File: src/sv/bf16dp_pkg.sv
`timescale 1ns / 1ps
// ----------------------------------------------------------------------------
// BF16 dot product package
// Shared types, constants and helper functions for the BF16 dot product lanes.
// ----------------------------------------------------------------------------
package bf16dp_pkg;

  localparam logic [31:0] F32_DEF_NAN = 32'hFFC0_0000;
  localparam logic [31:0] F32_QUIET   = 32'h0040_0000;
  localparam logic [15:0] BF16_QUIET  = 16'h0040;
  localparam logic [31:0] RND_BIAS    = 32'h0000_7FFF;
  localparam int          HALF_SHIFT  = 16;
  localparam int          FRAME_W     = 52;
  localparam int          EXP_W       = 11;
  localparam int          QDEPTH      = 4;
  localparam int          QPTR_W      = 2;
  localparam int          QCNT_W      = 3;

  typedef enum logic [2:0] {
    PK_FINITE,
    PK_ZERO,
    PK_INF,
    PK_NAN,
    PK_INVALID
  } prod_kind_t;

  typedef struct packed {
    prod_kind_t              kind;
    logic                    sign;
    logic signed [EXP_W-1:0] top;
    logic [15:0]             sig;
    logic [15:0]             nan16;
  } prod_t;

  typedef struct packed {
    logic step;
    logic clear;
  } lane_ctrl_t;

  function automatic logic [5:0] lzc52(input logic [FRAME_W-1:0] x);
    logic [5:0] n;
    n = 6'd52;
    for (int i = 0; i < FRAME_W; i++) begin
      if (x[i]) n = 6'(FRAME_W - 1 - i);
    end
    return n;
  endfunction

  function automatic logic [4:0] lzc16(input logic [15:0] x);
    logic [4:0] n;
    n = 5'd16;
    for (int i = 0; i < 16; i++) begin
      if (x[i]) n = 5'(15 - i);
    end
    return n;
  endfunction

  function automatic logic [15:0] to_bf16(input logic [31:0] bits);
    logic [31:0] t;
    t = bits + RND_BIAS + {31'b0, bits[HALF_SHIFT]};
    return t[31:HALF_SHIFT];
  endfunction

endpackage

File: src/sv/bf16dp_lane.sv
`timescale 1ns / 1ps
// ----------------------------------------------------------------------------
// BF16 dot product lane
// Decodes one BF16 product into a register, then fuses it into the FP32
// accumulator with a single round to nearest even.
// ----------------------------------------------------------------------------
module bf16dp_lane (
  input  logic                   clk,
  input  logic                   rst,
  input  logic                   take,
  input  logic [15:0]            act,
  input  logic [15:0]            wgt,
  input  bf16dp_pkg::lane_ctrl_t ctrl,
  output logic [31:0]            acc_next
);
  import bf16dp_pkg::*;

  prod_t prod;
  prod_t prod_next;
  logic [31:0] acc;

  logic [7:0] af, wf;
  logic [6:0] am, wm;
  logic a_nan, a_inf, a_zero, w_nan, w_inf, w_zero;
  logic [15:0] praw;
  logic [4:0] plz;
  logic signed [EXP_W-1:0] ea, eb;

  logic c_nan, c_inf, c_zero, sc;
  logic [23:0] asig;
  logic signed [EXP_W-1:0] at, big_t, lim, eh, expf;
  logic [EXP_W-1:0] da, db;
  logic [FRAME_W-1:0] a_al, b_al, mag;
  logic [FRAME_W:0] diff;
  logic sgn, rnd;
  logic [5:0] lz, sh;
  logic [FRAME_W-1:0] nrm;
  logic [30:0] packed_val;
  logic [31:0] gen_res;

  function automatic logic [FRAME_W-1:0] shr_sticky(input logic [FRAME_W-1:0] x,
                                                    input logic [EXP_W-1:0] d);
    logic [FRAME_W-1:0] mask;
    logic [FRAME_W-1:0] r;
    mask = ~({FRAME_W{1'b1}} << d[5:0]);
    if (d >= EXP_W'(FRAME_W)) begin
      r = {{(FRAME_W-1){1'b0}}, |x};
    end else begin
      r = (x >> d[5:0]) | {{(FRAME_W-1){1'b0}}, |(x & mask)};
    end
    return r;
  endfunction

  always_comb begin
    af = act[14:7];
    am = act[6:0];
    wf = wgt[14:7];
    wm = wgt[6:0];
    a_nan  = (af == 8'hFF) && (am != 7'd0);
    a_inf  = (af == 8'hFF) && (am == 7'd0);
    a_zero = (af == 8'd0) && (am == 7'd0);
    w_nan  = (wf == 8'hFF) && (wm == 7'd0) ? 1'b0 : (wf == 8'hFF);
    w_inf  = (wf == 8'hFF) && (wm == 7'd0);
    w_zero = (wf == 8'd0) && (wm == 7'd0);
    ea = (af == 8'd0) ? -EXP_W'(133) : $signed({3'b0, af}) - EXP_W'(134);
    eb = (wf == 8'd0) ? -EXP_W'(133) : $signed({3'b0, wf}) - EXP_W'(134);
    praw = {8'b0, (af != 8'd0), am} * {8'b0, (wf != 8'd0), wm};
    plz = lzc16(praw);
    prod_next.sign  = act[15] ^ wgt[15];
    prod_next.sig   = praw << plz[3:0];
    prod_next.top   = ea + eb + EXP_W'(15) - $signed({6'b0, plz});
    prod_next.nan16 = 16'd0;
    if (a_nan) begin
      prod_next.kind  = PK_NAN;
      prod_next.nan16 = act | BF16_QUIET;
    end else if (w_nan) begin
      prod_next.kind  = PK_NAN;
      prod_next.nan16 = wgt | BF16_QUIET;
    end else if (a_inf || w_inf) begin
      prod_next.kind = (a_zero || w_zero) ? PK_INVALID : PK_INF;
    end else if (a_zero || w_zero) begin
      prod_next.kind = PK_ZERO;
    end else begin
      prod_next.kind = PK_FINITE;
    end
  end

  always_comb begin
    c_nan  = (acc[30:23] == 8'hFF) && (acc[22:0] != 23'd0);
    c_inf  = (acc[30:23] == 8'hFF) && (acc[22:0] == 23'd0);
    c_zero = (acc[30:0] == 31'd0);
    sc     = acc[31];

    asig  = {(acc[30:23] != 8'd0), acc[22:0]};
    at    = (acc[30:23] == 8'd0) ? -EXP_W'(126) : $signed({3'b0, acc[30:23]}) - EXP_W'(127);
    big_t = (at > prod.top) ? at : prod.top;
    da    = EXP_W'(big_t - at);
    db    = EXP_W'(big_t - prod.top);
    a_al  = shr_sticky({1'b0, asig, 27'b0}, da);
    b_al  = shr_sticky({1'b0, prod.sig, 35'b0}, db);
    diff  = {1'b0, a_al} - {1'b0, b_al};
    if (prod.sign == sc) begin
      mag = a_al + b_al;
      sgn = sc;
    end else if (diff[FRAME_W]) begin
      mag = b_al - a_al;
      sgn = prod.sign;
    end else begin
      mag = diff[FRAME_W-1:0];
      sgn = sc;
    end
    lz  = lzc52(mag);
    lim = big_t + EXP_W'(127);
    sh  = ($signed({5'b0, lz}) < lim) ? lz : lim[5:0];
    nrm = mag << sh;
    eh  = big_t + EXP_W'(1) - $signed({5'b0, sh});
    expf = nrm[FRAME_W-1] ? eh + EXP_W'(127) : EXP_W'(0);
    rnd = nrm[27] & ((|nrm[26:0]) | nrm[28]);
    packed_val = {expf[7:0], nrm[50:28]} + {30'b0, rnd};
    if (mag == '0) begin
      gen_res = 32'd0;
    end else if (nrm[FRAME_W-1] && (expf >= EXP_W'(255))) begin
      gen_res = {sgn, 8'hFF, 23'd0};
    end else begin
      gen_res = {sgn, packed_val};
    end

    if (prod.kind == PK_NAN) begin
      acc_next = {prod.nan16, 16'd0};
    end else if (c_nan) begin
      acc_next = acc | F32_QUIET;
    end else if (prod.kind == PK_INVALID) begin
      acc_next = F32_DEF_NAN;
    end else if (prod.kind == PK_INF) begin
      acc_next = (c_inf && (sc != prod.sign)) ? F32_DEF_NAN : {prod.sign, 8'hFF, 23'd0};
    end else if (c_inf) begin
      acc_next = acc;
    end else if (prod.kind == PK_ZERO) begin
      acc_next = c_zero ? {prod.sign & sc, 31'd0} : acc;
    end else begin
      acc_next = gen_res;
    end
  end

  always_ff @(posedge clk) begin
    if (take) begin
      prod <= prod_next;
    end
  end

  always_ff @(posedge clk) begin
    if (rst) begin
      acc <= 32'd0;
    end else if (ctrl.step) begin
      acc <= ctrl.clear ? 32'd0 : acc_next;
    end
  end

endmodule

File: config.mk
export PLATFORM = sky130hd
export DESIGN_NAME = bf16dp_lane
export DESIGN_NICKNAME = d
export VERILOG_FILES = /design/src/sv/bf16dp_pkg.sv /design/src/sv/bf16dp_lane.sv
export SDC_FILE = /design/constraint.sdc
export NUM_CORES = 1
export LEC_CHECK = 0
export BUFFER_PORTS_ARGS = -buffer_cell sky130_fd_sc_hd__buf_2
export CORE_ASPECT_RATIO = 1.5
export CORE_MARGIN = 2
export CORE_UTILIZATION = 24
export DETAILED_ROUTE_END_ITERATION = 7
export SLEW_MARGIN = 20
export SYNTH_ARGS = -nofsm -noshare
export SYNTH_HDL_FRONTEND = slang
export SYNTH_SLANG_ARGS = --single-unit
File: constraint.sdc
create_clock -name clk -period 18.2 [get_ports clk]
set_clock_uncertainty 0.1 [all_clocks]
set_input_delay 3.64 -clock clk [delete_from_list [all_inputs] [get_ports clk]]
set_output_delay 3.64 -clock clk [all_outputs]
set_load 0.02 [all_outputs]
==> results of run 1 <==
==> path summary, 6_finish.rpt <==
kind / endpoint / slack [ns] / depth (start not counted)
worst max register to register: acc[26] / 3.57 / 75
worst max-delay path: acc_next[23] / -0.25 / 74
worst min register to register: acc[14] / 0.52 / 2
worst min-delay path: acc[14] / 0.52 / 2
==> layer usage <==
layer,GRT usage,part of all wire
met4,0.2231,0.11
met2,0.4573,0.49
met1,0.2535,0.35
met5,0,0
met3,0.03726,0.057
==> cell usage after synthesis, types with 45 or more instances <==
library cell and number:
a21o_1 64, o21bai_1 57, nor2_1 378, fa_1 48, and2_1 96, o21ai_0 221, inv_1 291, a31oi_1 48
and3_1 45, clkbuf_1 120, ha_1 268, nor4_1 51, mux2_2 64, nand3_1 109, nand2_1 372, nor3_1 112
mux2i_1 165, xnor2_1 92, a21oi_1 355, nand4_1 58, a211oi_1 60, edfxtp_1 47
==> critical path: cells and delay by family, from the launching register on <==
family / cells / cell delay, ns
AOI/OAI and AO/OA: 23 / 4.71
and+or+nand+nor: 25 / 4.67
adders and majority gates: 9 / 2.28
buffers and inverters: 12 / 1.36
xor gates and xnor gates: 3 / 0.54
DFF: 1 / 0.37
muxes: 2 / 0.33
==> state kept, by name, summed over array words and instances, names as in the netlist <==
name  count
prod     47
acc      32
==> stage by stage <==
step,setup TNS [ns],instances,util
floorplan,-0.02844,4025,-
global placement,-41.10,6682,0.3376
detailed placement,-23.91,6682,0.3376
CTS,-0.07913,6754,0.3566
global route,-19.41,6783,0.3659
finish,-2.560,6783,0.3659
==> layout make-up <==
type,instances,area [um2]
Inverter,297,1125
Clock buffer,11,254.0
Sequential cell,79,2066
Timing Repair Buffer,1398,10790
Clock inverter,5,86.33
Tap cell,1560,1952
Multi-Input combinational cell,3433,26600
Fill cell,12550,74280
==> placed cells by master, fill, tap and decap left out, types with 42 or more instances in the layout <==
cell	count
buf_4	1289
nor2_1	350
nand2_1	345
a21oi_1	318
inv_1	279
ha_1	226
o21ai_0	192
mux2i_1	137
nand3_1	99
nor3_1	96
and2_1	90
xnor2_1	70
a21o_1	64
mux2_2	61
nand4_1	58
buf_2	58
o21bai_1	56
a211oi_1	51
edfxtp_1	47
fa_1	44
o21ai_1	42
a31oi_1	42
==> repair_timing <==
| item | in CTS | in global routing |
|---|---|---|
| gates resized for setup | 297 | 179 |
| endpoints found under the setup margin | 31 | 31 |
| pin swaps | 121 | 107 |
| buffers inserted | 57 | 30 |
| gates cloned | 2 | 1 |
==> kinds of logic (layout without fill, tap and decap cells) <==
kind of cell    Yosys count  after routing  synth area share
simple gates           1448           1448            0.2535
xor+xnor                136            136           0.04221
mux                     245            245           0.09443
fa+ha+maj               316            316            0.1529
flops                    79             79           0.07271
buf+inv                 513           1711           0.07922
compound gates         1288           1288            0.3050
==> impl_metrics.tcl, run 1 <==
set metrics [dict create \
    grt_usage 0.2535 \
    die_w_um 284.0 \
    row_count 154 \
    drt_iter0_markers 2801 \
    crit_top_cell "buf_4" \
    synthCells 4025 \
    dr.pass1.iters 5 \
    failed_checks "negative setup slack" \
    final_nets 5571 \
    antenna_found_initial 0 \
    cts_buffers 9 \
    syn-num-nets 4378 \
    synth_edf_count 47 \
    worstPathArrival_ns 14.71 \
    ys_types 120 \
    finalCritPeriodShare 1.013 \
    synthTopCellsByArea "ha_1 (12%), a21oi_1 (6.3%), mux2i_1 (5.9%)" \
    slew_violations 0 \
    grt_max_degree 56 \
    start_util 0.2409 \
    final-setup-viol-count 24 \
    coreArea_um2 117200 \
    routed_via_density 5.441 \
    max_stage_delay_ns 0.44 \
    yosysSeqAreaShare 0.07271 \
    crit_path_start_kind "flip-flop" \
    clk_pin_slew_ns 0.07 \
    yosys.area.top_type "ha_1" \
    max_freq_mhz 54.21 \
    fin_area_um2 42870 \
    path_max_fanout 5 \
    synth_area_per_cell_um2 7.012 \
    place_area_um2 39550 \
    dpl.hpwl_mm 132.8 \
    fin_ws_ns -0.2453 \
    via_count 36900 \
    synth_top_area_share 0.1188 \
    antenna_left 0 \
    netlist_area_um2 28220 \
    crit_type "flip-flop to output pin" \
    rsz0062_at_grt "true" \
    synth_warnings 0 \
    io_pins 69 \
    ys_seq_elements 79 \
    clock_sinks 79 \
    io_buffers 68 \
    worst_slew_pin_slew_ns 1.298 \
    die_area_um2 120400 \
    r2r_start "acc[27]" \
    hp-start "acc[14]" \
    drive_above_1_share 0.3812 \
    diodes 0 \
    place_ws_ns -0.9664 \
    gp_congestion 1.070 \
    async_flop_share 0 \
    wl_per_cell_um 23.49 \
    cts_tree "yes" \
    status "finished, violations left" \
    clockRootBuffer "clkbuf_16" \
    cts_max_level 3 \
    hold_violations 0 \
    crit_required_ns 14.46 \
    grt_pass1_vias 37180 \
    relSlewSlack 0.1259 \
    crit_path_end_kind "output pin" \
    maxCapViolations 0 \
    hold_class "flip-flop to flip-flop" \
    ctsLongestPathBuffers 2 \
    fin_crit_ns 18.45 \
    die_h_um 424.0 \
    whs_ns 0.5215 \
    cts_hold_buffers 0 \
    yosys_most_used_dff "edfxtp_1" \
    startpoint "acc[27]" \
    clk_latency_ns 0.38 \
    overflow 0 \
    grt_pass1_wl_mm 232.4 \
    areaGrowthSynthToFinish_pct 51.91 \
    drc_errors 0 \
    routed_wl_mm 159.4 \
    crit_slowest_cell "or4_4" \
]
Power of run 1 is left out: the tool's default activity adds up to more than one toggle a clock period on the data nets, which glitch-free logic cannot reach.
==> inputs of run 2 (changes only) <==
--- a/config.mk
+++ b/config.mk
@@ -5,6 +5,7 @@
 export SDC_FILE = /design/constraint.sdc
 export NUM_CORES = 1
 export LEC_CHECK = 0
+export ABC_AREA = 1
 export BUFFER_PORTS_ARGS = -buffer_cell sky130_fd_sc_hd__buf_2
 export CORE_ASPECT_RATIO = 1.5
 export CORE_MARGIN = 2
==> impl_metrics.tcl, run 2 <==
set metrics [dict create \
    drc_errors 0 \
    clk_latency_ns 0.36 \
    status "completed" \
    slew_violations 0 \
    largest_reg_flops 47 \
    r2r-end "acc[1]" \
    ctsLongestPathBuffers 2 \
    hold_violations 0 \
    synth_warnings 0 \
    clock_sinks 79 \
    dr.pass1.iters 6 \
    final_nets 6265 \
    maxCapViolations 0 \
    met3_usage 0.02486 \
    synthTopCellsByArea "nand2_1 (18%), ha_1 (12%), inv_1 (10%)" \
    start_util 0.2421 \
    max_freq_mhz 55.32 \
    synth_area_per_cell_um2 5.570 \
    worst_slew_pin_slew_ns 1.218 \
    row_count 152 \
    path_delay_family "simple AND/OR/NAND/NOR gates" \
    die_w_um 281.5 \
    dpl.hpwl_mm 108.5 \
    coreArea_um2 114500 \
    synthCells 4975 \
    cts_buffers 9 \
    netlist_area_um2 27710 \
    synth_top_area_share 0.1777 \
    synth.top_cells.by_count "nand2_1 (1312), inv_1 (746), nand3_1 (483)" \
    finalCritPeriodShare 0.9932 \
    crit_slowest_cell "fa_2" \
    crit_buf_inv 23 \
    antenna_left 0 \
    wl_per_cell_um 17.39 \
    reg_top3 "prod: 47 flops, acc: 32 flops" \
    yosys_most_used_dff "edfxtp_1" \
    io_buffers 68 \
    routed_wl_mm 129.7 \
    yosysSeqAreaShare 0.07404 \
    use_met2 0.3879 \
    io_pins 69 \
    drt_iter0_markers 2637 \
    via_count 36240 \
    async_flop_share 0 \
    layout_commonest_cell "nand2_1" \
    crit_path_end_kind "output pin" \
    routed_via_density 4.859 \
    rsz0062_at_grt "true" \
    ys_types 78 \
    crit_required_ns 14.46 \
    gr-usage-met1 0.2072 \
    path_max_fanout 15 \
    worstPathArrival_ns 14.34 \
    cts_max_level 3 \
    layout_common_cells "nand2_1 (1232), buf_4 (1028), inv_1 (727)" \
    place_area_um2 36560 \
    crit_type "flip-flop to output pin" \
    grt_pass1_wl_mm 191.3 \
    relSlewSlack 0.1818 \
    fin_crit_ns 18.08 \
    crit_path_start_kind "flip-flop" \
    grt_pass1_vias 35180 \
    areaGrowthSynthToFinish_pct 42.58 \
    r2r_start "acc[30]" \
    hold_depth 2 \
    hold_class "flip-flop to flip-flop" \
    syn-num-nets 5328 \
    r2r_slack_ns 3.89 \
    yosysMostFrequentCell "nand2_1" \
    overflow 0 \
    regMostFlops "prod" \
    hp-start "acc[31]" \
    clockRootBuffer "clkbuf_16" \
    synth_edf_count 47 \
    antenna_found_initial 3 \
    gp_congestion 1.075 \
    ys_seq_elements 79 \
    cts_hold_buffers 0 \
    drive_above_1_share 0.2787 \
    reg2reg_depth 114 \
    cts_tree "yes" \
    grt_max_degree 59 \
    max_stage_delay_ns 0.47 \
    die_area_um2 118300 \
    die_h_um 420.2 \
    final-setup-viol-count 0 \
    busiest_layer "met2" \
    min_to "acc[31]" \
    yosys.area.top_type "nand2_1" \
    fin_area_um2 39510 \
    grt_usage 0.2087 \
    clk_pin_slew_ns 0.06 \
]
## run 2: worst max path at each step
stage                       start  slack (ns)  cells past startpoint           end
final                     acc[30]        0.12                    110   acc_next[2]
after detailed placement  acc[24]       -0.37                     99  acc_next[21]
after floorplan           acc[27]        0.09                    108  acc_next[21]
after global routing      acc[30]       -0.83                    111  acc_next[16]
after global placement    acc[23]       -0.21                    106  acc_next[21]
after CTS                 acc[27]        0.01                    108  acc_next[11]
## run 2: final cells by class
| type | count | area, um2 |
|---|---|---|
| fill | 12740 | 74980 |
| multi-input combinational | 3894 | 23290 |
| timing repair buffer | 1140 | 9000 |
| inverter | 788 | 2970 |
| sequential | 79 | 2054 |
| tap | 1540 | 1927 |
| clock buffer | 11 | 232.7 |
| clock inverter | 5 | 32.53 |
| antenna | 1 | 2.502 |
## run 2: worst min-delay path, delay by kind of cell (launching register included)
| kind | cells | cell delay (ns) |
|---|---|---|
| and+or+nand+nor | 1 | 0.09 |
| AOI/OAI and AO/OA | 1 | 0.06 |
| DFF | 1 | 0.36 |
## run 2: stage by stage
step	hold WS (ns)	setup WS, ns	util	instances	setup TNS [ns]
after detailed placement	0.4243	-0.3667	0.3194	7371	-7.537
after global routing	0.4654	-0.8254	0.3451	7458	-23.43
after global placement	0.4156	-0.2142	0.3194	7371	-3.401
after floorplan	0.3720	0.09428	-	4975	0
after CTS	0.4336	0.01049	0.3235	7391	0
final	0.4472	0.1243	0.3451	7458	0
## run 2: layer usage
metal  routed length, um  share of wire  vias up
met4               12470          0.096        0
met5                   0              0        -
li1                    -              -    17960
met1               45660           0.35    16630
met2               65290           0.50     1187
met3                6294          0.049      458
## run 2: kinds of logic after synthesis
family / count (synthesis) / synth area share
XOR/XNOR: 113 / 0.03598
flip-flops: 79 / 0.07404
multiplexers: 37 / 0.01336
AND/OR/NAND/NOR: 2478 / 0.3789
AO/OA/AOI/OAI: 950 / 0.1941
buffers and inverters: 1002 / 0.1479
adder cells (fa/ha/maj): 316 / 0.1557
## run 2: repair_timing
item | 4_1_cts | 5_1_grt
gates resized for setup | 49 | 489
cloned | 0 | 8
hold endpoints to repair | 0 | 0
pin swaps | 5 | 158
setup endpoints to repair | 31 | 31
buffers inserted | 4 | 61
Power of run 2 is left out for the same reason.
