$ cat config.mk
export PLATFORM = sky130hd
export DESIGN_NAME = bf16dp_merge_flat
export DESIGN_NICKNAME = d
export VERILOG_FILES = /design/src/sv/bf16dp_pkg.sv /design/src/sv/bf16dp_ifs.sv /design/src/sv/bf16dp_merge.sv /design/src/flat_wrapper.sv
export SDC_FILE = /design/constraint.sdc
export NUM_CORES = 1
export LEC_CHECK = 0
export BUFFER_PORTS_ARGS = -buffer_cell sky130_fd_sc_hd__clkbuf_2
export CORE_UTILIZATION = 64
export CTS_BUF_LIST = sky130_fd_sc_hd__clkbuf_8
export CTS_CLUSTER_DIAMETER = 30
export CTS_CLUSTER_SIZE = 12
export DETAILED_ROUTE_END_ITERATION = 10
export PLACE_DENSITY = 0.95
export SLEW_MARGIN = 20
export SYNTH_ARGS = -nofsm -noshare
export SYNTH_HDL_FRONTEND = slang
export SYNTH_SLANG_ARGS = --single-unit
$ cat constraint.sdc
create_clock -name clk -period 8.4 [get_ports clk]
set_input_delay 0.42 -clock clk [delete_from_list [all_inputs] [get_ports clk]]
set_output_delay 0.42 -clock clk [all_outputs]
set_load 0.02 [all_outputs]
$ cat src/sv/bf16dp_pkg.sv
`timescale 1ns / 1ps
// ----------------------------------------------------------------------------
// BF16 dot product package
// Shared types, constants and helper functions for the BF16 dot product lanes.
// ----------------------------------------------------------------------------
package bf16dp_pkg;

  localparam logic [31:0] F32_DEF_NAN = 32'hFFC0_0000;
  localparam logic [31:0] F32_QUIET   = 32'h0040_0000;
  localparam logic [15:0] BF16_QUIET  = 16'h0040;
  localparam logic [31:0] RND_BIAS    = 32'h0000_7FFF;
  localparam int          HALF_SHIFT  = 16;
  localparam int          FRAME_W     = 52;
  localparam int          EXP_W       = 11;
  localparam int          QDEPTH      = 4;
  localparam int          QPTR_W      = 2;
  localparam int          QCNT_W      = 3;

  typedef enum logic [2:0] {
    PK_FINITE,
    PK_ZERO,
    PK_INF,
    PK_NAN,
    PK_INVALID
  } prod_kind_t;

  typedef struct packed {
    prod_kind_t              kind;
    logic                    sign;
    logic signed [EXP_W-1:0] top;
    logic [15:0]             sig;
    logic [15:0]             nan16;
  } prod_t;

  typedef struct packed {
    logic step;
    logic clear;
  } lane_ctrl_t;

  function automatic logic [5:0] lzc52(input logic [FRAME_W-1:0] x);
    logic [5:0] n;
    n = 6'd52;
    for (int i = 0; i < FRAME_W; i++) begin
      if (x[i]) n = 6'(FRAME_W - 1 - i);
    end
    return n;
  endfunction

  function automatic logic [4:0] lzc16(input logic [15:0] x);
    logic [4:0] n;
    n = 5'd16;
    for (int i = 0; i < 16; i++) begin
      if (x[i]) n = 5'(15 - i);
    end
    return n;
  endfunction

  function automatic logic [15:0] to_bf16(input logic [31:0] bits);
    logic [31:0] t;
    t = bits + RND_BIAS + {31'b0, bits[HALF_SHIFT]};
    return t[31:HALF_SHIFT];
  endfunction

endpackage

$ cat src/sv/bf16dp_ifs.sv


interface bf16dp_out_if #(parameter int LANES = 8);
  logic                   valid;
  logic                   ready;
  logic [LANES-1:0][15:0] sum_lane;

  modport source (output valid, sum_lane, input ready);
  modport sink (input valid, sum_lane, output ready);
endinterface

$ cat src/sv/bf16dp_merge.sv
`timescale 1ns / 1ps
// ----------------------------------------------------------------------------
// BF16 dot product merge stage
// Captures the lane sums of a finished item, rounds them to BF16 and queues
// the result item for the output channel.
// ----------------------------------------------------------------------------
module bf16dp_merge #(
  parameter int LANES = 8
) (
  input  logic                                clk,
  input  logic                                rst,
  input  logic                                load,
  input  logic [LANES-1:0][31:0]              lane_res,
  output logic [bf16dp_pkg::QCNT_W-1:0]       occupancy,
  bf16dp_out_if.source                        out_ch
);
  import bf16dp_pkg::*;

  logic [LANES-1:0][31:0] snap;
  logic                   snap_v;
  logic [LANES-1:0][15:0] rounded;
  logic [LANES-1:0][15:0] q [QDEPTH];
  logic [QPTR_W-1:0]      wr_ptr, rd_ptr;
  logic [QCNT_W-1:0]      count;
  logic                   pop;

  always_comb begin
    for (int i = 0; i < LANES; i++) begin
      rounded[i] = to_bf16(snap[i]);
    end
  end

  assign pop          = out_ch.valid & out_ch.ready;
  assign out_ch.valid = (count != '0);
  assign out_ch.sum_lane = q[rd_ptr];
  assign occupancy    = count + {{(QCNT_W-1){1'b0}}, snap_v};

  always_ff @(posedge clk) begin
    if (load) begin
      snap <= lane_res;
    end
    if (snap_v) begin
      q[wr_ptr] <= rounded;
    end
  end

  always_ff @(posedge clk) begin
    if (rst) begin
      snap_v <= 1'b0;
      wr_ptr <= '0;
      rd_ptr <= '0;
      count  <= '0;
    end else begin
      snap_v <= load;
      if (snap_v) wr_ptr <= wr_ptr + 1'b1;
      if (pop) rd_ptr <= rd_ptr + 1'b1;
      count <= count + {{(QCNT_W-1){1'b0}}, snap_v} - {{(QCNT_W-1){1'b0}}, pop};
    end
  end

endmodule

$ cat src/flat_wrapper.sv
// flat-port wrapper written by rule: the top's interface ports become plain ports
module bf16dp_merge_flat import bf16dp_pkg::*;
#(
  parameter int LANES = 8
)
  (clk, rst, load, lane_res, occupancy, out_ch_valid, out_ch_sum_lane, out_ch_ready);
  bf16dp_out_if #(.LANES(LANES)) out_ch_i ();
  input  logic clk;
  input  logic rst;
  input  logic load;
  input  logic [LANES-1:0][31:0] lane_res;
  output logic [bf16dp_pkg::QCNT_W-1:0] occupancy;
  output wire logic [$bits(out_ch_i.valid)-1:0] out_ch_valid;
  output wire logic [$bits(out_ch_i.sum_lane)-1:0] out_ch_sum_lane;
  input wire logic [$bits(out_ch_i.ready)-1:0] out_ch_ready;
  assign out_ch_valid = out_ch_i.valid;
  assign out_ch_sum_lane = out_ch_i.sum_lane;
  assign out_ch_i.ready = out_ch_ready;
  bf16dp_merge #(.LANES(LANES)) u_core (.clk(clk), .rst(rst), .load(load), .lane_res(lane_res), .occupancy(occupancy), .out_ch(out_ch_i));
endmodule
==> metrics.cfg, run 1 <==
[routing]
wl_per_cell_um = 29.2
ant_nets = 0
drt_iter0_drc = 2074
via_count = 17300
firstDrtPassIters = 5
routed_wirelength_mm = 80.7
drc = 0
vias_per_cell = 6.27

[worst_hold_path]
min_from = out_ch_ready
hold_class = primary input to flip-flop
worstHoldPathCells = 4

[sta]
fin_setup_tns_ns = 0
relSlewSlack_pct = 25.2
final_max_slew_viol_count = 0
fin_skew_ns = 0.0324
min_period_ns = 3.85
fmax_mhz = 259
rsz0062_at_grt = false
worst_pin_slew_ns = 1.12
hold_viol_final = 0
finalSetupViolations = 0
fin_crit_sh_pct = 45.9

[die]
die_x_um = 214
start_util_pct = 65.0
die_y_um = 214
core_area_um2 = 44300
rows = 77
io_pins = 392
die_area_um2 = 45900

[final_layout]
syn2layout_area_growth_pct = 28.5
nets = 2326
multi_input_area_um2 = 5360
final_core_util_pct = 83.5
layout-drive-gt1-share_pct = 34.4
regArea_um2 = 23300
fillers = 1693

[clock_tree]
htreeDepth = 3
cts_buffer_depth = 3
clk_latency_ns = 0.74
cts-root-buf = clkbuf_8
cts_buffers = 114
cts.sinks = 778
cts_tree = done
clkTransAtPathRegs_ns = 0.07
postCtsSetupBuffers = 0

[placed_design]
dp_hpwl_mm = 37.9
port_buffers = 391
place_congestion = 0.808

[worst_setup_path]
worstSetupEndpointType = output port
start_kind = flip-flop
r2r_end = u_core.q[0][47]
cp_data_arrival_time_ns = 3.43
path_buf_inv = 2
critPathMaxStageDelay_ns = 1.04
reg2reg_depth = 4
cp_cell_sequence = buf_4, mux4_2, clkbuf_2
critPathRequiredTime_ns = 7.98
cpMaxStageDelayCell = dfxtp_4
crit_fanout = 67
cp_num_cells = 3
worstSetupPathType = flip-flop to output port
reg2reg_slack_ns = 5.50
r2r_start = u_core.snap[80]
cp_top_family = buffers and inverters

[power_and_ir_drop]
swShare_pct = 27.5
seqPwrFrac_pct = 45.7
p_total_mw = 10.3
peakVddDrop_mv = 0.269
p_clk_share_pct = 37.8
p_sw_mw = 2.82
combPwrFrac_pct = 16.6
intPower_mw = 7.44
leakagePower_nw = 13.0
power_density_nw_per_um2 = 277

[global_route]
use_met2_pct = 60.8
grt_util_all_layers_pct = 35.4
top_usage_layer = met2
grt_pass1_wl_mm = 116
grtUsageMet1_pct = 40.8
grt_max_degree = 136
grt_pass1_vias = 18400
grtUsageMet3_pct = 8.79
antenna_found_initial = 9
overflow = 0

[yosys]
synth.distinct_cells = 30
synth_area_per_cell_um2 = 21.9
yosysSeqAreaShare_pct = 80.8
synth_cells = 1314
netlist_area_um2 = 28800
synth_fp_nets = 1582
yosys_register_bits = 778
synth_warnings = 0

[job]
maxCapViolCount = 0

[outcome]
status = completed

[power groups by stage]
stage / logic, mW / clock network (mW) / registers [mW]
6_report: 1.70 / 3.87 / 4.68
5_1_grt: 1.76 / 4.03 / 4.70
4_1_cts: 1.63 / 3.78 / 4.66
3_5_place_dp: 1.51 / 0 / 4.74
3_3_place_gp: 1.46 / 0 / 4.72
2_1_floorplan: 1.07 / 0 / 4.65
[synthesized netlist by cell type, drive strengths merged]
master | instances | area (um^2)
nand2 | 51 | 191
or3 | 2 | 12.5
and2 | 5 | 31.3
dfxtp | 10 | 200
or4 | 1 | 11.3
nor3 | 9 | 45.0
nor2 | 26 | 97.6
buf | 16 | 77.6
and3 | 15 | 93.8
inv | 15 | 56.3
mux4 | 128 | 2880
or2 | 2 | 12.5
and4 | 6 | 52.6
mux2i | 4 | 40.0
xnor2 | 92 | 806
ha | 8 | 100
nor2b | 1 | 6.26
nand4 | 31 | 200
a41oi | 5 | 43.8
xor2 | 32 | 280
edfxtp | 768 | 23100
o31a | 1 | 8.76
clkbuf | 15 | 56.3
o21ai | 1 | 5.00
mux2 | 5 | 56.3
nand3 | 32 | 160
nor4 | 33 | 213
[sequential cells by signal (all words and copies together) (netlist names), named ones only]
signal         count
u_core.count       3
u_core.snap      256
u_core.q         512
u_core.wr_ptr      2
u_core.snap_v      1
u_core.rd_ptr      2
[logic make-up after synthesis]
| group | Yosys count | synth area share [%] |
|---|---|---|
| DFF | 778 | 80.8 |
| and+or+nand+nor | 214 | 3.91 |
| muxes | 137 | 10.3 |
| xor gates and xnor gates | 124 | 3.77 |
| buffers and inverters | 46 | 0.660 |
| adders and majority gates | 8 | 0.348 |
| AOI/OAI and AO/OA | 7 | 0.200 |
[metal layers]
layer | vias to the layer above | wire, um
met1 | 8669 | 26100
met2 | 1409 | 42000
met4 | 4 | 4930
met3 | 323 | 7670
li1 | 6907 | -
met5 | - | 30
[final cells by class]
cell class | count | area share [%]
clock inverters | 96 | 3.33
repair buffers | 659 | 12.6
multi-input cells | 490 | 14.5
inverters | 15 | 0.152
clock buffers | 122 | 4.54
flip-flops and latches | 778 | 62.9
diodes | 9 | 0.0609
well taps | 592 | 2.00
[worst reg2reg max path: stages, from the launching register on]
cell	delay, ns
edfxtp_1	0.47
nand4_1	0.30
nor4_1	0.79
nand3_1	0.46
xnor2_1	0.60
[cell usage in the layout (no fill, tap or decap), types with 27 or more instances in the layout]
cell           instances
nor4_1                32
clkbuf_2             390
inv_1                 27
xnor2_1               92
edfxtp_1             768
nand4_1               30
nand3_1               32
nand2_1               51
dlygate4sd3_1        257
mux4_2               128
xor2_1                32
clkbuf_8             122
[repair_timing]
| action | CTS | global route |
|---|---|---|
| resized for setup | 0 | 0 |
| endpoints found under the hold margin | 266 | 0 |
| hold buffers | 257 | 0 |
[through the flow]
stage	area, um^2	setup slack (ns)	hold WS, ns	instances
floorplan	28800	4.42	0.485	1314
global placement	31500	5.37	0.499	2276
detailed placement	31500	5.34	0.521	2276
CTS	37000	4.51	0.125	2751
global route	37000	4.46	0.193	2760
finish	37000	4.55	0.199	2761
[worst max-delay path by stage]
stage | start | slack (ns) | to
final | flip-flop | 4.55 | out_ch_sum_lane[10]
after global placement | flip-flop | 5.37 | out_ch_sum_lane[57]
after CTS | flip-flop | 4.51 | out_ch_sum_lane[10]
after global routing | flip-flop | 4.46 | out_ch_sum_lane[10]
after floorplan | u_core.wr_ptr[0] | 4.42 | u_core.q[0][0]
after detailed placement | flip-flop | 5.34 | out_ch_sum_lane[61]
Power figures use the tool's default switching activity.
==> run 2: changes to the inputs <==
--- a/config.mk
+++ b/config.mk
@@ -6,12 +6,12 @@
 export NUM_CORES = 1
 export LEC_CHECK = 0
 export BUFFER_PORTS_ARGS = -buffer_cell sky130_fd_sc_hd__clkbuf_2
-export CORE_UTILIZATION = 64
+export CORE_UTILIZATION = 54
 export CTS_BUF_LIST = sky130_fd_sc_hd__clkbuf_8
 export CTS_CLUSTER_DIAMETER = 30
 export CTS_CLUSTER_SIZE = 12
 export DETAILED_ROUTE_END_ITERATION = 10
-export PLACE_DENSITY = 0.95
+export PLACE_DENSITY = 0.87
 export SLEW_MARGIN = 20
 export SYNTH_ARGS = -nofsm -noshare
 export SYNTH_HDL_FRONTEND = slang
==> constraint.sdc (replaced) <==
create_clock -name clk -period 3.2 [get_ports clk]
set_input_delay 0.16 -clock clk [delete_from_list [all_inputs] [get_ports clk]]
set_output_delay 0.16 -clock clk [all_outputs]
set_load 0.02 [all_outputs]
==> metrics.cfg, run 2 (synthesis gave the netlist of run 1 again) <==
[sta]
fin_crit_sh_pct = 86.0
finalHoldWorstSlack_ns = 0.114  ; -0.0850 ns
fin_setup_tns_ns = 0  ; unchanged
finalSetupViolations = 0  ; unchanged
worst_pin_slew_ns = 0.838  ; -0.284 ns
hold_viol_final = 0  ; unchanged
rsz0062_at_grt = false
relSlewSlack_pct = 43.7  ; +18 points
min_period_ns = 2.75
final_max_slew_viol_count = 0  ; unchanged
fin_skew_ns = 0.0468  ; +0.0143 ns
fmax_mhz = 363

[die]
io_pins = 392  ; unchanged
start_util_pct = 54.7  ; -10 points
die_x_um = 233  ; +8.8%
die_y_um = 233  ; +8.8%
rows = 84  ; +9.1%
core_area_um2 = 52700  ; +19%
die_area_um2 = 54300  ; +18%

[worst_setup_path]
reg2reg_slack_ns = 0.85  ; -4.65 ns
start_kind = flip-flop
worstSetupPathType = flip-flop to output port
path_buf_inv = 2  ; unchanged
crit_fanout = 44  ; -34%
cpMaxStageDelayCell = dfxtp_4
critPathRequiredTime_ns = 3.04  ; -4.94 ns
critPathMaxStageDelay_ns = 0.85  ; -0.19 ns
cp_data_arrival_time_ns = 2.59  ; -0.84 ns
cp_top_family = flip-flops
r2r_start = u_core.snap[112]
worstSetupEndpointType = output port
r2r_end = u_core.q[1][59]
cp_cell_sequence = buf_12, mux4_2, clkbuf_2
reg2reg_depth = 4  ; unchanged

[worst_hold_path]
hold_class = primary input to flip-flop
min_from = lane_res[241]
holdPathEnd = u_core.snap[241]
worstHoldPathCells = 2  ; -2

[routing]
drt_iter0_drc = 1345  ; -35%
firstDrtPassIters = 6  ; +1
vias_per_cell = 5.71  ; -8.9%
routed_wirelength_mm = 71.2  ; -12%
drc = 0  ; unchanged
ant_nets = 0  ; unchanged
wl_per_cell_um = 24.6  ; -16%
via_count = 16500  ; -4.5%

[clock_tree]
cts_resized = 0  ; unchanged
postCtsSetupBuffers = 0  ; unchanged
cts.sinks = 778  ; unchanged
cts_hold_buf = 260  ; +1.2%
cts_tree = done
clk_latency_ns = 0.76  ; +0.02 ns
cts-root-buf = clkbuf_8
cts_buffer_depth = 3  ; unchanged
cts_buffers = 133  ; +17%
htreeDepth = 4  ; +1
clkTransAtPathRegs_ns = 0.08  ; about the same

[global_route]
grt_util_all_layers_pct = 26.7  ; -8.7 points
grt_max_degree = 100  ; -26%
grt_pass1_vias = 17700  ; -3.7%
overflow = 0  ; unchanged
grt_pass1_wl_mm = 105  ; -9.8%
antenna_found_initial = 6  ; -3

[final_layout]
layout-drive-gt1-share_pct = 35.6  ; +1.2 points
largestRegisters = u_core.q: 512 flops, u_core.snap: 256 flops, u_core.count: 3 flops
final_cell_mix = 768 x edfxtp_1, 390 x clkbuf_2, 260 x dlygate4sd3_1
largest_reg_flops = 512  ; unchanged
syn2layout_area_growth_pct = 30.5
nets = 2367  ; +1.8%
top_register = u_core.q
final_core_util_pct = 71.4  ; -12 points
final_common_cell = edfxtp_1

[power_and_ir_drop]
p_total_mw = 26.8  ; +160%
p_sw_mw = 7.36  ; +160%
power_density_nw_per_um2 = 714  ; +160%
swShare_pct = 27.4  ; -0.072 points
leakagePower_nw = 13.2  ; +1.7%
combPwrFrac_pct = 16.9  ; +0.3 points
intPower_mw = 19.5  ; +160%
seqPwrFrac_pct = 45.3  ; -0.4 points
p_clk_share_pct = 37.8  ; about the same
peakVddDrop_mv = 1.04  ; +290%

[placed_design]
dp_hpwl_mm = 37.4  ; -1.4%
port_buffers = 391  ; unchanged
place_congestion = 0.818  ; +1.2%

[job]
maxCapViolCount = 0  ; unchanged

[outcome]
status = completed

## run 2: through the flow
step | instances | setup slack [ns] | area, um^2
finish | 2895 | 0.446 | 37600
global route | 2895 | 0.314 | 37600
CTS | 2893 | 0.341 | 37600
detailed placement | 2392 | 1.10 | 32000
global placement | 2392 | 1.19 | 32000
floorplan | 1314 | 0.642 | 28800
## run 2: worst max path at each step
stage / startpoint / to / depth (start not counted)
after detailed placement: u_core.snap[80] / u_core.q[0][47] / 4
after floorplan: u_core.wr_ptr[0] / u_core.q[2][0] / 3
after CTS: flip-flop / out_ch_sum_lane[125] / 3
final: flip-flop / out_ch_sum_lane[125] / 3
after global placement: u_core.snap[80] / u_core.q[2][47] / 4
after global routing: flip-flop / out_ch_sum_lane[91] / 3
## run 2: per-layer routing
layer	GRT usage [%]	routed length, um	vias up
li1	-	-	6994
met1	30.7	25600	8451
met2	46.9	37600	898
met3	6.73	5250	192
met4	12.4	2740	6
met5	0	32	-
## run 2: power groups by stage
| stage | registers, mW | clock network, mW | logic, mW |
|---|---|---|---|
| after floorplan | 12.2 | 0 | 2.80 |
| after global placement | 12.3 | 0 | 4.16 |
| after detailed placement | 12.3 | 0 | 4.23 |
| after CTS | 12.1 | 10.1 | 4.51 |
| after global routing | 12.2 | 10.7 | 4.79 |
| final | 12.2 | 10.1 | 4.54 |
## run 2: area by class of cell
class,instances,area [um^2]
diodes,2,5.00
well taps,688,861
clock buffers,137,1890
flip-flops and latches,778,23300
fillers,2868,15100
multi-input cells,490,5360
repair buffers,681,5030
inverters,15,56.3
clock inverters,104,1120
==> run 3: changes to the inputs <==
--- a/config.mk
+++ b/config.mk
@@ -6,12 +6,14 @@
 export NUM_CORES = 1
 export LEC_CHECK = 0
 export BUFFER_PORTS_ARGS = -buffer_cell sky130_fd_sc_hd__clkbuf_2
+export CAP_MARGIN = 0
 export CORE_UTILIZATION = 54
 export CTS_BUF_LIST = sky130_fd_sc_hd__clkbuf_8
 export CTS_CLUSTER_DIAMETER = 30
 export CTS_CLUSTER_SIZE = 12
 export DETAILED_ROUTE_END_ITERATION = 10
-export PLACE_DENSITY = 0.87
+export PLACE_DENSITY = 0.79
+export SKIP_CTS_REPAIR_TIMING = 1
 export SLEW_MARGIN = 20
 export SYNTH_ARGS = -nofsm -noshare
 export SYNTH_HDL_FRONTEND = slang
==> metrics.cfg, run 3 (synthesis gave the netlist of run 1 again) <==
[routing]
drt_iter0_drc = 1239  ; -7.9%
drc = 0  ; unchanged
firstDrtPassIters = 7  ; +1
via_count = 16000  ; -3.1%
ant_nets = 0  ; unchanged
wl_per_cell_um = 22.9  ; -6.7%
routed_wirelength_mm = 66.9  ; -6.0%
vias_per_cell = 5.50  ; -3.8%

[clock_tree]
clkTransAtPathRegs_ns = 0.08  ; about the same
cts.sinks = 778  ; unchanged
cts_buffers = 142  ; +6.8%
cts_tree = done
cts-root-buf = clkbuf_8
clk_latency_ns = 0.77  ; about the same
cts_buffer_depth = 3  ; unchanged
htreeDepth = 4  ; unchanged

[final_layout]
final_common_cell = edfxtp_1
instances_no_fill = 2917  ; +0.76%
largestRegisters = u_core.q: 512 flops, u_core.snap: 256 flops, u_core.count: 3 flops
final_cell_mix = 768 x edfxtp_1, 390 x clkbuf_2, 259 x dlygate4sd3_1
syn2layout_area_growth_pct = 30.8
nets = 2371  ; +0.17%
final_core_util_pct = 71.6  ; +0.17 points
largest_reg_flops = 512  ; unchanged
top_register = u_core.q
final_cell_area_um2 = 37700  ; +0.24%
layout-drive-gt1-share_pct = 35.6  ; about the same

[power_and_ir_drop]
p_total_mw = 27.2  ; +1.2%
leakagePower_nw = 13.3  ; +0.49%
peakVddDrop_mv = 0.616  ; -41%
power_density_nw_per_um2 = 721  ; +0.93%

[sta]
fin_crit_sh_pct = 85.2  ; -0.86 points
hold_viol_final = 0  ; unchanged
finalSetupViolations = 0  ; unchanged
rsz0062_at_grt = false
fin_skew_ns = 0.0447  ; -0.00204 ns
fmax_mhz = 367  ; +1.0%
worst_pin_slew_ns = 0.903  ; +0.0648 ns
setup_ws_ns = 0.474  ; +0.0275 ns
relSlewSlack_pct = 39.2  ; -4.4 points
fin_setup_tns_ns = 0  ; unchanged
finalHoldWorstSlack_ns = 0.0908  ; -0.0233 ns
final_max_slew_viol_count = 0  ; unchanged
min_period_ns = 2.73  ; -0.0275 ns

[job]
maxCapViolCount = 0  ; unchanged

[global_route]
grt_pass1_wl_mm = 85.4  ; -19%
grt_pass1_vias = 15300  ; -14%
grt_max_degree = 109  ; +9.0%
grt_util_all_layers_pct = 21.6  ; -5.1 points
antenna_found_initial = 4  ; -2
overflow = 0  ; unchanged

[die]
die_y_um = 233  ; unchanged
io_pins = 392  ; unchanged
die_area_um2 = 54300  ; unchanged
start_util_pct = 54.7  ; unchanged
rows = 84  ; unchanged
core_area_um2 = 52700  ; unchanged
die_x_um = 233  ; unchanged

[worst_setup_path]
start_kind = flip-flop
worstSetupEndpointType = output port
worstSetupPathType = flip-flop to output port
cpMaxStageDelayCell = mux4_2
cp_cell_sequence = buf_12, mux4_2, clkbuf_2
cp_top_family = buffers and inverters
cp_data_arrival_time_ns = 2.57  ; -0.02 ns
path_buf_inv = 2  ; unchanged
critPathMaxStageDelay_ns = 0.67  ; -0.18 ns
crit_fanout = 73  ; +66%
critPathRequiredTime_ns = 3.04  ; about the same

[placed_design]
port_buffers = 391  ; unchanged
dp.cells = 2388  ; -0.17%
pre_cts_slack_ns = 1.15  ; +0.0491 ns
post_dp_cell_area_um2 = 31800  ; -0.45%
place_congestion = 0.839  ; +2.5%
dp_hpwl_mm = 36.4  ; -2.8%

[worst_hold_path]
hold_class = primary input to flip-flop

[outcome]
status = completed

## run 3: path summary, 6_finish.rpt
path                            slack, ns        startpoint                  end  cells after the start
worst min-delay path                 0.09     lane_res[123]     u_core.snap[123]                      2
worst max register to register       0.82  u_core.snap[112]      u_core.q[1][62]                      4
worst min register to register       0.55  u_core.rd_ptr[1]     u_core.rd_ptr[1]                      2
worst max-delay path                 0.47         flip-flop  out_ch_sum_lane[47]                      3
## run 3: layout make-up
| class | instances | area, um^2 |
|---|---|---|
| multi-input cells | 490 | 5360 |
| repair buffers | 676 | 4880 |
| inverters | 15 | 56.3 |
| diodes | 5 | 12.5 |
| clock inverters | 117 | 1200 |
| flip-flops and latches | 778 | 23300 |
| well taps | 688 | 861 |
| clock buffers | 148 | 2040 |
| fillers | 2984 | 15000 |
## run 3: per-layer routing
metal  global-route usage (%)  wire length [um]  share of wire (%)  vias up
met5                        0                23              0.034        -
met4                     10.0              2200                3.3        4
met3                     6.24              4880                7.3      165
met2                     35.6             35100                 52      749
met1                     26.4             24700                 37     8095
li1                         -                 -                  -     7023
## run 3: power breakdown
group	total [mW]	internal, mW	leakage [nW]	switching [mW]
combinational	4.48	1.94	4.43	2.54
sequential	12.1	11.8	7.24	0.274
clock	10.6	6.09	1.65	4.51
